**src/rtl/sgt_pkg.sv**
```systemverilog
package sgt_pkg;

	localparam int MAX_BONES_DEF = 256;
	localparam int FRACTION_BITS_DEF = 16;
	localparam int ROT_BITS = 28;
	localparam int WORDS = 12;
	localparam int SLOT_BITS = 4;
	localparam int MUL_A_W = 36;
	localparam int MUL_B_W = 32;
	localparam int PROD_W = MUL_A_W + MUL_B_W;
	localparam int ACC_W = PROD_W + 2;

	typedef logic signed [31:0] word_t;
	typedef logic signed [ACC_W-1:0] acc_t;

	function automatic acc_t round_shift(input acc_t v, input int s);
		acc_t half;
		half = acc_t'(1) <<< (s - 1);
		return (v + half) >>> s;
	endfunction

	function automatic word_t sat32(input acc_t v);
		word_t r;
		if (v > acc_t'(32'sh7fffffff))
			r = 32'sh7fffffff;
		else if (v < -acc_t'(33'sh080000000))
			r = 32'sh80000000;
		else
			r = v[31:0];
		return r;
	endfunction

endpackage

```
**src/rtl/sgt_mul.sv**
```systemverilog
module sgt_mul (
	input  logic                                 clk,
	input  logic signed [sgt_pkg::MUL_A_W-1:0]   a,
	input  logic signed [sgt_pkg::MUL_B_W-1:0]   b,
	output logic signed [sgt_pkg::PROD_W-1:0]    prod_q
);

	always_ff @(posedge clk) begin
		prod_q <= sgt_pkg::PROD_W'(a) * sgt_pkg::PROD_W'(b);
	end

endmodule

```
**config.mk**
```make
export PLATFORM = sky130hd
export DESIGN_NAME = sgt_mul
export DESIGN_NICKNAME = d
export VERILOG_FILES = /design/src/rtl/sgt_pkg.sv /design/src/rtl/sgt_mul.sv
export SDC_FILE = /design/constraint.sdc
export NUM_CORES = 2
export LEC_CHECK = 0
export ABC_CLOCK_PERIOD_IN_PS = 22700
export BUFFER_PORTS_ARGS = -buffer_cell sky130_fd_sc_hd__buf_4
export CORE_UTILIZATION = 47
export CTS_BUF_LIST = sky130_fd_sc_hd__clkbuf_2
export CTS_CLUSTER_DIAMETER = 60
export DETAILED_ROUTE_END_ITERATION = 16
export SLEW_MARGIN = 20
export SYNTH_ARGS = -nofsm -noshare
export SYNTH_HDL_FRONTEND = slang
export SYNTH_SLANG_ARGS = --single-unit
```
**constraint.sdc**
```tcl
create_clock -name clk -period 22.7 [get_ports clk]
set_clock_uncertainty 0.1 [all_clocks]
set_input_delay 3.405 -clock clk [delete_from_list [all_inputs] [get_ports clk]]
set_output_delay 3.405 -clock clk [all_outputs]
set_load 0.01 [all_outputs]
```
==> flow_summary.toml <==
[drt]
drt_first_pass_iters = 5
highest_layer = "met4"
met3_length_um = 5870
routed_via_density = 5.26
initialDrtViolationCount = 1538
vias = 28620
drc = 0
wl_met1_um = 45800
wl_um = 118000
wl_per_cell_um = 21.7
routed-wl-met2_um = 61700
ant_nets = 0

[clock_network]
clock_path_buffers = 2
ctsResizeCount = 0
clkTransAtPathRegs_ps = 220
hold_buffers = 0
post-cts-setup-buffer-count = 0
numCtsBuffers = 9
cts_tree = "done"
cts_sinks = 68
ctsRootBufferMaster = "clkbuf_2"
ctsHtreeMaxLevel = 3

[min_path]
min_from = "b[0]"
min_path_cells = 2
whs_endpoint = "prod_q[0]"
hold_path.class = "input port to flip-flop"

[synthesis]
ys_warn_count = 0
synthFlopType = "dfxtp_1"
synth_seq_area_share_pct = 3.28
ys_types = 67
synth_edf_count = 0
synth_area_leaders = "fa_1 (58%), inv_1 (9.7%), and2_1 (8.8%), ha_1 (5.8%), nand2_1 (5.3%)"
postSynthAreaPerCell_um2 = 9.49
async_reset_ff_share_pct = 0
ys_ff_latch = 68
synthCells = 4366
syn_nets = 5829
yosys.area.top_type = "fa_1"
synth_top_area_share_pct = 58.1
synth_area_um2 = 41400

[finish]
post_layout_nonfiller_instances = 5442
fillers = 8300
final_cell_mix = "fa_1 (1202), inv_1 (1074), nand2_1 (590), and2_1 (585), ha_1 (192)"
regArea_um2 = 1360
reg.largest.list = "prod_q x68"
largest_reg_flops = 68
multi_input_area_um2 = 35100
layout_commonest_cell = "fa_1"
synthToLayoutAreaGrowth_pct = 4.18
layout-drive-gt1-share_pct = 4.18
regMostFlops = "prod_q"
nets = 5741
fin_util_pct = 49.6

[placed_design]
dp_hpwl_um = 90900
dp.cells = 5422
gp_congestion = 0.912
portBuffers = 136

[setup_path]
crit_fanout = 36
critPathLaunchType = "input port"
arrival_ps = 11990
path_class = "input port to flip-flop"
critPathCaptureType = "flip-flop"
cp.required_ps = 23290

[sta]
slew_viol_final = 0
setup_viol = 0
slew-limit-headroom_pct = 34.8
finalCriticalPeriod_ps = 11400
grt_setup_unrepaired = "no"
hold_violations = 0
tns_ps = 0
fmax_mhz = 87.7
worst_pin_slew_ps = 967
post-route-period-util_pct = 50.2

[floorplan]
fp.dieW_um = 299
dieArea_um2 = 89400
io_pins = 137
dieHeight_um = 299
num_rows = 108
start_util_pct = 47.6
coreArea_um2 = 87000

[grt]
gr-total-overflow = 0
track_usage_pct = 28.1
antenna_found_initial = 6
grt_pass1_wl_um = 189000
grt_pass1_vias = 32064
grt_max_degree = 37

[job]
maxCapViolCount = 0

[outcome]
status = "completed"
## how the worst max path moves through the flow
stage                      from          to  slack, ps  cells past startpoint
after detailed placement   b[5]  prod_q[65]      10540                     27
after global routing       b[5]  prod_q[65]      10940                     27
final                      b[5]  prod_q[65]      11300                     27
after CTS                  b[5]  prod_q[65]      11350                     27
after floorplan           a[35]  prod_q[65]      11960                     27
after global placement     b[2]  prod_q[61]      10680                     25
## synthesized netlist by cell type, types with 4 or more instances
cell      count
buf_2         7
and3_1        9
a211oi_1      9
clkbuf_1    228
inv_1      1074
o211ai_1      4
nand3_1      14
nand4_1      11
nor3_1        8
a21o_1       24
dfxtp_1      68
xnor2_1      46
a21oi_1      68
nand2_1     590
o21ai_0      32
a31oi_1       8
nand2b_1     11
nor2_1       63
o21a_1        6
and2_1      585
o21ai_1       4
ha_1        192
xor2_1       26
fa_1       1202
o21bai_1     12
## layer usage
| metal | vias up | global-route usage [%] |
|---|---|---|
| met5 | - | 0 |
| met4 | 0 | 9.68 |
| li1 | 12208 | - |
| met2 | 892 | 49.8 |
| met3 | 236 | 2.78 |
| met1 | 15284 | 35.8 |
## layout make-up
cell class                      instances  area share (%)
Multi-Input combinational cell       2986            81.4
Timing Repair Buffer                  139            2.42
Clock inverter                          6           0.206
Antenna cell                            5          0.0290
Clock buffer                            9           0.104
Tap cell                             1155            3.35
Inverter                             1074            9.34
Sequential cell                        68            3.15
## kinds of logic after synthesis
group           synth area share [%]
buf+inv                         11.9
simple gates                    15.9
mux                           0.0483
flops                           3.28
compound gates                  3.50
fa+ha+maj                       63.9
xor+xnor                        1.52
## critical path, cell delays in order
cell and delay, ps:
buf_4 410, nand2_1 230, inv_1 140, fa_1 400
inv_1 230, fa_1 550, inv_1 180, fa_1 480
fa_1 1000, inv_1 490, fa_1 620, inv_1 60
fa_1 540, inv_1 50, fa_1 490, inv_1 60
fa_1 470, ha_1 390, a21o_1 260, a21o_1 180
a21oi_1 280, o21bai_1 130, a21oi_1 170, o21bai_1 120
a31o_2 260, a31oi_1 190, xnor2_1 140
## through the flow
stage / hold WS, ps / cell area (µm²) / setup WS (ps)
after floorplan: 3430 / 41400 / 11960
after global placement: 3690 / 43000 / 10680
after detailed placement: 3700 / 43000 / 10540
after CTS: 2980 / 43200 / 11350
after global routing: 3010 / 43200 / 10940
final: 3070 / 43200 / 11300
Power is not shown: default switching activity piles up to over one toggle a cycle in this logic, so the estimate is an artifact.
